===== config.mk =====
export PLATFORM = sky130hd
export DESIGN_NAME = source_token_lexer
export DESIGN_NICKNAME = d
export VERILOG_FILES = /design/src/rtl/stl_pkg.sv /design/src/rtl/stl_front.sv /design/src/rtl/stl_queue.sv /design/src/rtl/stl_back.sv /design/src/rtl/source_token_lexer.sv
export SDC_FILE = /design/constraint.sdc
export NUM_CORES = 1
export LEC_CHECK = 0
export ABC_AREA = 1
export BUFFER_PORTS_ARGS = -buffer_cell sky130_fd_sc_hd__buf_2
export CORE_UTILIZATION = 64
export DETAILED_ROUTE_END_ITERATION = 12
export PLACE_DENSITY = 0.81
export SYNTH_ARGS = -nofsm -noshare
export SYNTH_HDL_FRONTEND = slang
export SYNTH_HIERARCHICAL = 1
export SYNTH_SLANG_ARGS = --single-unit

===== constraint.sdc =====
create_clock -name clk_i -period 10.5 [get_ports clk_i]
set_clock_uncertainty 0.1 [all_clocks]
set_input_delay 0.525 -clock clk_i [delete_from_list [all_inputs] [get_ports clk_i]]
set_output_delay 0.525 -clock clk_i [all_outputs]
set_load 0.05 [all_outputs]

===== src/rtl/stl_pkg.sv =====
`default_nettype none

package stl_pkg;

  typedef struct packed {
    logic [7:0] char_byte;
    logic       has_char;
    logic       end_of_source;
  } item_t;

  typedef struct packed {
    logic [4:0]  token_kind;
    logic [15:0] start_pos;
    logic [15:0] token_length;
    logic        last_token;
  } token_t;

  // up to three tokens caused by one input item, slot 0 goes out first
  typedef struct packed {
    logic [1:0]       cnt;
    token_t [2:0]     toks;
  } bundle_t;

  localparam logic [4:0] KIND_EOF    = 5'd0;
  localparam logic [4:0] KIND_IDENT  = 5'd1;
  localparam logic [4:0] KIND_FN     = 5'd2;
  localparam logic [4:0] KIND_LET    = 5'd3;
  localparam logic [4:0] KIND_RET    = 5'd4;
  localparam logic [4:0] KIND_INT    = 5'd5;
  localparam logic [4:0] KIND_LPAREN = 5'd6;
  localparam logic [4:0] KIND_RPAREN = 5'd7;
  localparam logic [4:0] KIND_LBRACE = 5'd8;
  localparam logic [4:0] KIND_RBRACE = 5'd9;
  localparam logic [4:0] KIND_SEMI   = 5'd10;
  localparam logic [4:0] KIND_COMMA  = 5'd11;
  localparam logic [4:0] KIND_ASSIGN = 5'd12;
  localparam logic [4:0] KIND_PLUS   = 5'd13;
  localparam logic [4:0] KIND_MINUS  = 5'd14;
  localparam logic [4:0] KIND_ARROW  = 5'd15;
  localparam logic [4:0] KIND_STAR   = 5'd16;
  localparam logic [4:0] KIND_SLASH  = 5'd17;
  localparam logic [4:0] KIND_COLON  = 5'd18;

  localparam logic [7:0] CH_MINUS      = 8'h2D;
  localparam logic [7:0] CH_GT         = 8'h3E;
  localparam logic [7:0] CH_UNDERSCORE = 8'h5F;

  // first three characters of a word, packed
  localparam logic [23:0] KW_FN  = 24'h00666E;
  localparam logic [23:0] KW_LET = 24'h6C6574;
  localparam logic [23:0] KW_RET = 24'h726574;

endpackage

`default_nettype wire


===== src/rtl/stl_front.sv =====
`default_nettype none

module stl_front #(
  parameter int unsigned PW = 16
) (
  input  wire logic             clk_i,
  input  wire logic             rst_ni,
  input  wire stl_pkg::item_t   item_i,
  input  wire logic             accept_i,
  output stl_pkg::bundle_t      bundle_o
);

  localparam logic [1:0] MODE_IDLE  = 2'd0;
  localparam logic [1:0] MODE_IDENT = 2'd1;
  localparam logic [1:0] MODE_INT   = 2'd2;
  localparam logic [1:0] MODE_MINUS = 2'd3;

  logic [1:0]    mode_q, mode_d;
  logic [PW-1:0] start_q, start_d;
  logic [PW-1:0] pos_q, pos_d;
  logic [PW-1:0] run_q, run_d;
  logic [23:0]   kp_q, kp_d;
  logic [7:0]    c;
  logic          done;
  stl_pkg::bundle_t b;

  function automatic logic [15:0] to16(logic [PW-1:0] v);
    logic [PW+15:0] e;
    e = {16'b0, v};
    return e[15:0];
  endfunction

  function automatic logic [PW-1:0] sat_inc(logic [PW-1:0] v);
    return (v == '1) ? v : v + PW'(1);
  endfunction

  function automatic logic is_alpha(logic [7:0] ch);
    return ch inside {[8'h61:8'h7A], [8'h41:8'h5A]};
  endfunction

  function automatic logic is_digit(logic [7:0] ch);
    return ch inside {[8'h30:8'h39]};
  endfunction

  function automatic logic is_space(logic [7:0] ch);
    return ch inside {8'h20, [8'h09:8'h0D]};
  endfunction

  function automatic logic [4:0] symbol_kind(logic [7:0] ch);
    case (ch)
      8'h28:   return stl_pkg::KIND_LPAREN;
      8'h29:   return stl_pkg::KIND_RPAREN;
      8'h7B:   return stl_pkg::KIND_LBRACE;
      8'h7D:   return stl_pkg::KIND_RBRACE;
      8'h3B:   return stl_pkg::KIND_SEMI;
      8'h2C:   return stl_pkg::KIND_COMMA;
      8'h3D:   return stl_pkg::KIND_ASSIGN;
      8'h2B:   return stl_pkg::KIND_PLUS;
      8'h2A:   return stl_pkg::KIND_STAR;
      8'h2F:   return stl_pkg::KIND_SLASH;
      8'h3A:   return stl_pkg::KIND_COLON;
      default: return stl_pkg::KIND_EOF;
    endcase
  endfunction

  function automatic stl_pkg::token_t mk(logic [4:0] kind, logic [15:0] s,
                                         logic [15:0] l, logic last);
    stl_pkg::token_t t;
    t.token_kind   = kind;
    t.start_pos    = s;
    t.token_length = l;
    t.last_token   = last;
    return t;
  endfunction

  function automatic stl_pkg::bundle_t push_tok(stl_pkg::bundle_t bi,
                                                stl_pkg::token_t t);
    stl_pkg::bundle_t r;
    r = bi;
    case (bi.cnt)
      2'd0: begin
        r.toks[0] = t;
        r.cnt     = 2'd1;
      end
      2'd1: begin
        r.toks[1] = t;
        r.cnt     = 2'd2;
      end
      2'd2: begin
        r.toks[2] = t;
        r.cnt     = 2'd3;
      end
      default: r = bi;
    endcase
    return r;
  endfunction

  function automatic stl_pkg::bundle_t flush(stl_pkg::bundle_t bi, logic [1:0] m,
                                             logic [PW-1:0] s, logic [PW-1:0] run,
                                             logic [23:0] kp);
    stl_pkg::bundle_t r;
    logic [4:0] k;
    r = bi;
    k = stl_pkg::KIND_IDENT;
    if (run == PW'(2) && kp == stl_pkg::KW_FN) begin
      k = stl_pkg::KIND_FN;
    end else if (run == PW'(3) && kp == stl_pkg::KW_LET) begin
      k = stl_pkg::KIND_LET;
    end else if (run == PW'(3) && kp == stl_pkg::KW_RET) begin
      k = stl_pkg::KIND_RET;
    end
    case (m)
      MODE_IDENT: r = push_tok(bi, mk(k, to16(s), to16(run), 1'b0));
      MODE_INT:   r = push_tok(bi, mk(stl_pkg::KIND_INT, to16(s), to16(run), 1'b0));
      MODE_MINUS: r = push_tok(bi, mk(stl_pkg::KIND_MINUS, to16(s), 16'd1, 1'b0));
      default:    r = bi;
    endcase
    return r;
  endfunction

  always_comb begin
    mode_d  = mode_q;
    start_d = start_q;
    pos_d   = pos_q;
    run_d   = run_q;
    kp_d    = kp_q;
    b       = '0;
    done    = 1'b0;
    c       = item_i.char_byte;
    if (item_i.has_char) begin
      if (mode_q == MODE_MINUS) begin
        if (c == stl_pkg::CH_GT) begin
          b    = push_tok(b, mk(stl_pkg::KIND_ARROW, to16(start_q), 16'd2, 1'b0));
          done = 1'b1;
        end else begin
          b = flush(b, mode_q, start_q, run_q, kp_q);
        end
        mode_d = MODE_IDLE;
      end
      if (!done) begin
        if ((mode_d == MODE_IDENT && (is_alpha(c) || is_digit(c) ||
             c == stl_pkg::CH_UNDERSCORE)) ||
            (mode_d == MODE_INT && is_digit(c))) begin
          if (run_d < PW'(3)) begin
            kp_d = {kp_d[15:0], c};
          end
          run_d = sat_inc(run_d);
        end else begin
          b      = flush(b, mode_d, start_d, run_d, kp_d);
          mode_d = MODE_IDLE;
          if (is_space(c)) begin
            mode_d = MODE_IDLE;
          end else if (is_alpha(c) || c == stl_pkg::CH_UNDERSCORE || is_digit(c)) begin
            mode_d  = is_digit(c) ? MODE_INT : MODE_IDENT;
            start_d = pos_q;
            run_d   = PW'(1);
            kp_d    = {16'b0, c};
          end else if (c == stl_pkg::CH_MINUS) begin
            mode_d  = MODE_MINUS;
            start_d = pos_q;
          end else if (symbol_kind(c) != stl_pkg::KIND_EOF) begin
            b = push_tok(b, mk(symbol_kind(c), to16(pos_q), 16'd1, 1'b0));
          end
        end
      end
      pos_d = sat_inc(pos_q);
    end
    if (item_i.end_of_source) begin
      b       = flush(b, mode_d, start_d, run_d, kp_d);
      b       = push_tok(b, mk(stl_pkg::KIND_EOF, to16(pos_d), 16'd0, 1'b1));
      mode_d  = MODE_IDLE;
      start_d = '0;
      pos_d   = '0;
      run_d   = '0;
      kp_d    = '0;
    end
  end

  assign bundle_o = b;

  always_ff @(posedge clk_i or negedge rst_ni) begin
    if (!rst_ni) begin
      mode_q  <= MODE_IDLE;
      start_q <= '0;
      pos_q   <= '0;
      run_q   <= '0;
      kp_q    <= '0;
    end else if (accept_i) begin
      mode_q  <= mode_d;
      start_q <= start_d;
      pos_q   <= pos_d;
      run_q   <= run_d;
      kp_q    <= kp_d;
    end
  end

  a_end_clears: assert property (@(posedge clk_i) disable iff (!rst_ni)
    accept_i && item_i.end_of_source |=> mode_q == MODE_IDLE && pos_q == '0)
    else $error("scan state not cleared after end of source");

  a_end_has_eof: assert property (@(posedge clk_i) disable iff (!rst_ni)
    accept_i && item_i.end_of_source |-> bundle_o.cnt != 2'd0)
    else $error("end of source without eof token");

endmodule

`default_nettype wire


===== src/rtl/stl_queue.sv =====
`default_nettype none

module stl_queue #(
  parameter int unsigned DEPTH = 4
) (
  input  wire logic             clk_i,
  input  wire logic             rst_ni,
  input  wire logic             wr_i,
  input  wire stl_pkg::bundle_t data_i,
  output logic                  full_o,
  input  wire logic             rd_i,
  output stl_pkg::bundle_t      data_o,
  output logic                  empty_o
);

  localparam int unsigned PtrW = (DEPTH > 1) ? $clog2(DEPTH) : 1;
  localparam int unsigned CntW = $clog2(DEPTH + 1);

  stl_pkg::bundle_t mem_q [DEPTH];
  logic [PtrW-1:0]  wptr_q, wptr_d;
  logic [PtrW-1:0]  rptr_q, rptr_d;
  logic [CntW-1:0]  cnt_q, cnt_d;
  logic             wr, rd;

  assign full_o  = (cnt_q == CntW'(DEPTH));
  assign empty_o = (cnt_q == '0);
  assign wr      = wr_i && !full_o;
  assign rd      = rd_i && !empty_o;
  assign data_o  = mem_q[rptr_q];

  always_comb begin
    wptr_d = wptr_q;
    rptr_d = rptr_q;
    cnt_d  = cnt_q;
    if (wr) begin
      wptr_d = (wptr_q == PtrW'(DEPTH - 1)) ? '0 : wptr_q + PtrW'(1);
    end
    if (rd) begin
      rptr_d = (rptr_q == PtrW'(DEPTH - 1)) ? '0 : rptr_q + PtrW'(1);
    end
    case ({wr, rd})
      2'b10:   cnt_d = cnt_q + CntW'(1);
      2'b01:   cnt_d = cnt_q - CntW'(1);
      default: cnt_d = cnt_q;
    endcase
  end

  always_ff @(posedge clk_i or negedge rst_ni) begin
    if (!rst_ni) begin
      wptr_q <= '0;
      rptr_q <= '0;
      cnt_q  <= '0;
    end else begin
      wptr_q <= wptr_d;
      rptr_q <= rptr_d;
      cnt_q  <= cnt_d;
    end
  end

  always_ff @(posedge clk_i) begin
    if (wr) begin
      mem_q[wptr_q] <= data_i;
    end
  end

  a_cnt_bound: assert property (@(posedge clk_i) disable iff (!rst_ni)
    cnt_q <= CntW'(DEPTH))
    else $error("queue fill count out of range");

  a_no_overrun: assert property (@(posedge clk_i) disable iff (!rst_ni)
    wr_i |-> !full_o)
    else $error("write into full queue");

endmodule

`default_nettype wire


===== src/rtl/stl_back.sv =====
`default_nettype none

module stl_back (
  input  wire logic             clk_i,
  input  wire logic             rst_ni,
  input  wire stl_pkg::bundle_t head_i,
  input  wire logic             head_valid_i,
  output logic                  head_pop_o,
  output stl_pkg::token_t       token_o,
  output logic                  empty_o,
  input  wire logic             pop_i
);

  logic [1:0] idx_q, idx_d;
  logic       xfer, last;

  assign empty_o    = !head_valid_i;
  assign xfer       = pop_i && head_valid_i;
  assign last       = (idx_q == head_i.cnt - 2'd1);
  assign head_pop_o = xfer && last;

  always_comb begin
    idx_d = idx_q;
    if (xfer) begin
      idx_d = last ? 2'd0 : idx_q + 2'd1;
    end
  end

  always_comb begin
    case (idx_q)
      2'd0:    token_o = head_i.toks[0];
      2'd1:    token_o = head_i.toks[1];
      2'd2:    token_o = head_i.toks[2];
      default: token_o = head_i.toks[0];
    endcase
  end

  always_ff @(posedge clk_i or negedge rst_ni) begin
    if (!rst_ni) begin
      idx_q <= 2'd0;
    end else begin
      idx_q <= idx_d;
    end
  end

  a_idx_in_bundle: assert property (@(posedge clk_i) disable iff (!rst_ni)
    head_valid_i |-> idx_q < head_i.cnt)
    else $error("token index past end of bundle");

  a_idx_idle_zero: assert property (@(posedge clk_i) disable iff (!rst_ni)
    !head_valid_i |-> idx_q == 2'd0)
    else $error("token index not rewound with queue empty");

endmodule

`default_nettype wire


===== src/rtl/source_token_lexer.sv =====
`default_nettype none

// channel   direction  handshake          payload
// source    in         push / full        item_i  (char_byte, has_char, end_of_source)
// tokens    out        pop / empty        token_o (token_kind, start_pos, token_length,
//                                                  last_token)
//
// one source byte per cycle enters the scanner while full is low; its tokens
// (up to three) are queued as one group and leave one token per cycle on pop
// a token shows on token_o at the earliest in the cycle after the transfer completing it
// full rises when the group queue holds QUEUE_DEPTH groups
// reset clears scanner state and the queue at once, no clearing pass

module source_token_lexer #(
  parameter int unsigned POS_WIDTH   = 16,
  parameter int unsigned QUEUE_DEPTH = 4
) (
  input  wire logic            clk_i,
  input  wire logic            rst_ni,
  input  wire logic            push,
  input  wire stl_pkg::item_t  item_i,
  output logic                 full,
  output stl_pkg::token_t      token_o,
  output logic                 empty,
  input  wire logic            pop
);

  stl_pkg::bundle_t front_bundle;
  stl_pkg::bundle_t head_bundle;
  logic             accept;
  logic             q_full, q_empty, head_pop;

  assign full   = q_full;
  assign accept = push && !q_full;

  stl_front #(
    .PW(POS_WIDTH)
  ) u_front (
    .clk_i    (clk_i),
    .rst_ni   (rst_ni),
    .item_i   (item_i),
    .accept_i (accept),
    .bundle_o (front_bundle)
  );

  stl_queue #(
    .DEPTH(QUEUE_DEPTH)
  ) u_queue (
    .clk_i   (clk_i),
    .rst_ni  (rst_ni),
    .wr_i    (accept && front_bundle.cnt != 2'd0),
    .data_i  (front_bundle),
    .full_o  (q_full),
    .rd_i    (head_pop),
    .data_o  (head_bundle),
    .empty_o (q_empty)
  );

  stl_back u_back (
    .clk_i        (clk_i),
    .rst_ni       (rst_ni),
    .head_i       (head_bundle),
    .head_valid_i (!q_empty),
    .head_pop_o   (head_pop),
    .token_o      (token_o),
    .empty_o      (empty),
    .pop_i        (pop)
  );

endmodule

`default_nettype wire

# [After elaboration in Yosys (flattened, before gate mapping)]
# Memory sizes are Yosys's and may differ from the RTL's.
# Cells that the tools add are included.
# Widths: inputs -> output; s select.
[totals] register_bits=83 out_inout_bits=40 n_memories=1 ram_bits=464
[memory_table] name="u_queue.mem_q" words=4 word_bits=116 read_ports=1 rd_ports_with_merged_regs=0 wr=1 line="stl_queue.sv:19" source="stl_pkg::bundle_t mem_q [DEPTH];"
[op_classes] mux=102 addsub=8 order_cmp=9 n_reduce_logical=35 eq_ne=50
[op_table] op="$mux 116" count=14
[op_table] op="$mux 38" count=24
[op_table] op="$pmux 116 s3" count=2
[op_table] op="$mux 16" count=17
[op_table] op="$mux 24" count=7
[op_table] op="$eq 24x23->1 const B" count=4
[op_table] op="$eq 8x6->1 const B" count=12
[op_table] op="$pmux 38 s2" count=1
[op_table] op="$eq 16x2->1 const B" count=4
[op_table] op="$pmux 5 s11" count=1
[op_table] op="$mux 5" count=10
[op_table] op="$eq 24x15->1 const B" count=2
[op_table] op="$mux 34" count=1
[op_table] op="$add 16x1->16 const B" count=2
[op_table] op="$eq 16x16->1 const B" count=2
[op_table] op="$eq 2x2->1 const B" count=13
[op_table] op="$mux 2" count=13
[op_table] op="$eq 8x7->1 const B" count=3
[op_table] op="$pmux 2 s3" count=4
[op_table] op="$logic_and 1x1->1" count=18
[op_table] op="$eq 2x1->1 const B" count=8
[op_table] op="$ge 8x7->1 const B" count=2
[op_table] op="$le 8x7->1 const B" count=2
[op_table] op="$lt 16x2->1 const B" count=1
[op_table] op="other kinds (19)" count=37

# [Depth between registers and ports, before layout]
[logic_depth] depth_word=31 ltp_mapped=30 mapped_depth_nobuf=29

# [Cells and area by module]
# Netlist, hierarchy kept.
[by_module_without_submodules] mod="stl_queue" area_each_um2=19049.5 seq_area_each_um2=14108.5 instances=1 cells_per_inst=1414
[by_module_without_submodules] mod="stl_front" area_each_um2=9202.6 seq_area_each_um2=1851.8 instances=1 cells_per_inst=1609
[by_module_without_submodules] mod="stl_back" area_each_um2=1004.7 seq_area_each_um2=50.0 instances=1 cells_per_inst=196
[by_module_without_submodules] mod="source_token_lexer" area_each_um2=22.5 seq_area_each_um2=0.0 instances=1 cells_per_inst=6

# [Worst setup path before layout]
# Ideal clock, no wire load.
[synth_timing] kind="input-to-reg" start="input port item_i[3] in the netlist's numbering" end="memory u_queue/mem_q[0][0] in the netlist's numbering (enable)" slack_ps=2004 t_required_ps=9807 path_stages=23 path_buffers=3 arrival_time_ps=7803 path_cell_list="buf_2 > nand2_1 > nor2_1 > nand2_1 > nand2_1 > nand2_2 > nand2_4 > nand2_4 > buf_2 > nand2_1 > nand2_1 > inv_2 > nand2_1 > nand2_2 > nand3_2 > buf_2 > nand3_1 > nand2_1 > o21ai_0 > nor2_1 > nor2_1 > nand2_1 > nor2_1"
[synth_lines] element="from (decl)" line="source_token_lexer.sv:21" source="input wire stl_pkg::item_t item_i,"
[synth_lines] element="to (decl)" line="stl_queue.sv:19"

==> results.toml <==
[outcome]
status = "complete, but fails checks"
violations = "design-rule violations"

[power_and_ir_drop]
peakVddDrop_mv = 0.3188
p_total_mw = 7.825
p_leak_nw = 12.44
pwr_density_cell_mw_per_mm2 = 251.8

[global_route]
top_usage_layer = "met2"
grt_usage = 0.3472
met3_usage = 0.05201
grt_pass1_vias = 22140
grt.overflow.total = 0
antenna_found_initial = 0
globalRouteMet2Util = 0.5598
grt_max_degree = 262
use_met1 = 0.4776
grt_pass1_wl_um = 124700

[place]
place_congestion = 0.9786
dp_hpwl_um = 51300
place_area_mm2 = 0.02927
numPortBuffers = 53
dp_cells = 3714

[yosys]
synth_compound_area_frac = 0.1461
yosysSeqAreaShare = 0.5468
synth.mux.area_fraction = 0
synth_top_family_by_area = "simple AND/OR/NAND/NOR gates"
synthFlopType = "edfxtp_1"
synthXorXnorAreaFrac = 0.005684
synthDistinctLibCells = 56
netlist_instances = 3225
synthSimpleGateAreaFrac = 0.1892
ys_seq_elements = 547
avgSynthCellArea_um2 = 9.079
ys_warn_count = 6
synth_fa_ha_area_frac = 0.008803
syn_area_mm2 = 0.02928
async_flop_share = 0.1517
synth-edff-count = 464

[drt]
drt-wirelength-per-cell_um = 21.33
detailroute.via_count = 23640
drtIter0Drc = 2859
drt-total-wl_um = 81420
first_pass_iters = 10
ant_nets = 0
remaining_drc_errors = 1
vias_per_cell = 6.192

[clocking]
ctsRootBufferMaster = "clkbuf_16"
ctsLongestPathBuffers = 3
cts_buffers = 54
cts_resized = 0
htreeDepth = 2
tritoncts = "built"
clock_sinks = 547
clk_latency_ns = 0.62
path_clk_slew_ns = 0.06

[timing]
hold_slack_ns = 0.2315
setup_viol = 0
tns_ns = 0
slew_headroom = 0.1357
hold_viol_final = 0
finalCritPeriodShare = 0.5758
worstMarginPinSlew_ns = 1.297
rsz0062_at_grt = "no"
final_max_slew_viol_count = 0
post-route-min-period_ns = 6.045
fmax_mhz = 165.4

[flow_run]
maxCapViolations = 0

[die]
io_pins = 54
die_area_mm2 = 0.04661
die_h_um = 215.9
core-area_mm2 = 0.04528
rows = 78
die_w_um = 215.9
start_util = 0.6466

[final_layout]
layout_common_cells = "827 x nand2_1, 464 x edfxtp_1, 411 x inv_1"
syn2layout_area_growth_pct = 6.141
final_cells = 3817
fillCellCount = 3446
nets = 3205
final_common_cell = "nand2_1"
diodes = 0
stdcell_area_mm2 = 0.03108
layout-drive-gt1-share = 0.08175

[setup_path]
cp.required_ns = 10.63
worstPathMaxFanout = 116
endpoint_kind = "flip-flop"
cp.arrival_ns = 6.18
crit_type = "reg -> reg"
start_kind = "flip-flop"

[hold_path]
hold_class = "in -> reg"
critical path, stage by stage, from the launching register on:
cell     delay, ns
dfrtp_1       0.44
inv_1         0.14
ha_1          0.29
nor2_1        0.26
inv_1         0.14
nand2_2       0.15
inv_2         0.07
nand2_4       0.16
nand2_4       0.15
a21oi_1       0.18
o31ai_2       0.09
o21ai_2       0.14
nand2_2       0.27
inv_2         0.54
nand2_2       0.16
nand3_1       0.16
nand2_1       0.15
o21ai_0       0.37
nor2_1        0.16
nor2_1        0.25
nand2_1       0.33
nor2_4        0.20
buf_12        0.42
routing by layer:
layer / vias up / part of all wire
li1: 10880 / -
met1: 11300 / 0.40
met2: 1261 / 0.47
met3: 196 / 0.091
met4: 0 / 0.036
met5: - / 0
cells by family (layout without fill, tap and decap cells):
group	after synthesis	count (layout)
AND/OR/NAND/NOR	1315	1315
AO/OA/AOI/OAI	682	682
buffers and inverters	641	619
flip-flops	547	547
adder cells (fa/ha/maj)	20	20
XOR/XNOR	19	19
other	1	15
repair_timing:
action                    4_1_cts  5_1_grt
buffers inserted                0        0
hold buffers                    1        0
hold endpoints to repair       46        0
final timing paths:
kind / cells after the start / slack [ns] / startpoint / endpoint
worst max-delay path: 22 / 4.45 / u_front/mode_q[1]$_DFFE_PN0P_ / u_queue/mem_q[3][54]$_DFFE_PP_
worst min-delay path: 4 / 0.23 / pop / u_back/idx_q[1]$_DFFE_PN0P_
worst max register to register: 22 / 4.45 / u_front/mode_q[1]$_DFFE_PN0P_ / u_queue/mem_q[3][54]$_DFFE_PP_
worst min register to register: 1 / 0.40 / u_queue/cnt_q[0]$_DFFE_PN0P_ / u_queue/cnt_q[0]$_DFFE_PN0P_
max in group asynchronous: 3 / 8.78 / rst_ni / u_front/pos_q[5]$_DFFE_PN0P_
min in group asynchronous: 2 / 0.44 / rst_ni / u_front/run_q[9]$_DFFE_PN0P_
synth_stat cells, types with 24 or more instances:
cell	count	area, µm²
buf_2	56	280.3
edfxtp_1	464	13930
buf_6	59	664.4
a21oi_1	125	625.6
inv_1	412	1546
o21ai_0	169	845.8
clkbuf_1	57	214.0
nand4_1	53	331.6
nand2_1	828	3108
nand3_1	143	715.7
nor2_1	196	735.7
o211ai_1	240	1802
nor3_1	33	165.2
o22ai_1	87	544.3
dfrtp_1	83	2077
buf_4	24	180.2
area by class of cell:
cell class	instances	area, µm²	area share
sequential	547	16020	0.5154
timing repair buffer	80	535.5	0.01723
multi-input combinational	2051	10330	0.3326
clock buffer	75	1500	0.04827
tap	600	750.7	0.02416
inverter	437	1643	0.05286
clock inverter	27	295.3	0.009502
state kept, by name, summed over array words and instances, names as in the netlist, 3 cells and up:
| signal | flops |
|---|---|
| u_front/run_q | 16 |
| u_front/kp_q | 24 |
| u_front/pos_q | 16 |
| u_queue/mem_q | 464 |
| u_front/start_q | 16 |
| u_queue/cnt_q | 3 |
metrics by stage:
stage	setup WS [ns]	util
floorplan	2.004	-
global placement	4.557	0.6464
detailed placement	4.457	0.6464
CTS	4.565	0.6863
global route	4.122	0.6863
finish	4.455	0.6863
where the power goes:
| part | leakage [nW] | switching [mW] | internal [mW] | total (mW) |
|---|---|---|---|---|
| Combinational | 6.07 | 2.33 | 0.733 | 3.06 |
| Sequential | 5.49 | 0.157 | 2.67 | 2.83 |
| Clock | 0.890 | 0.831 | 1.11 | 1.94 |
Note: power is estimated with default switching activity, not from simulation.
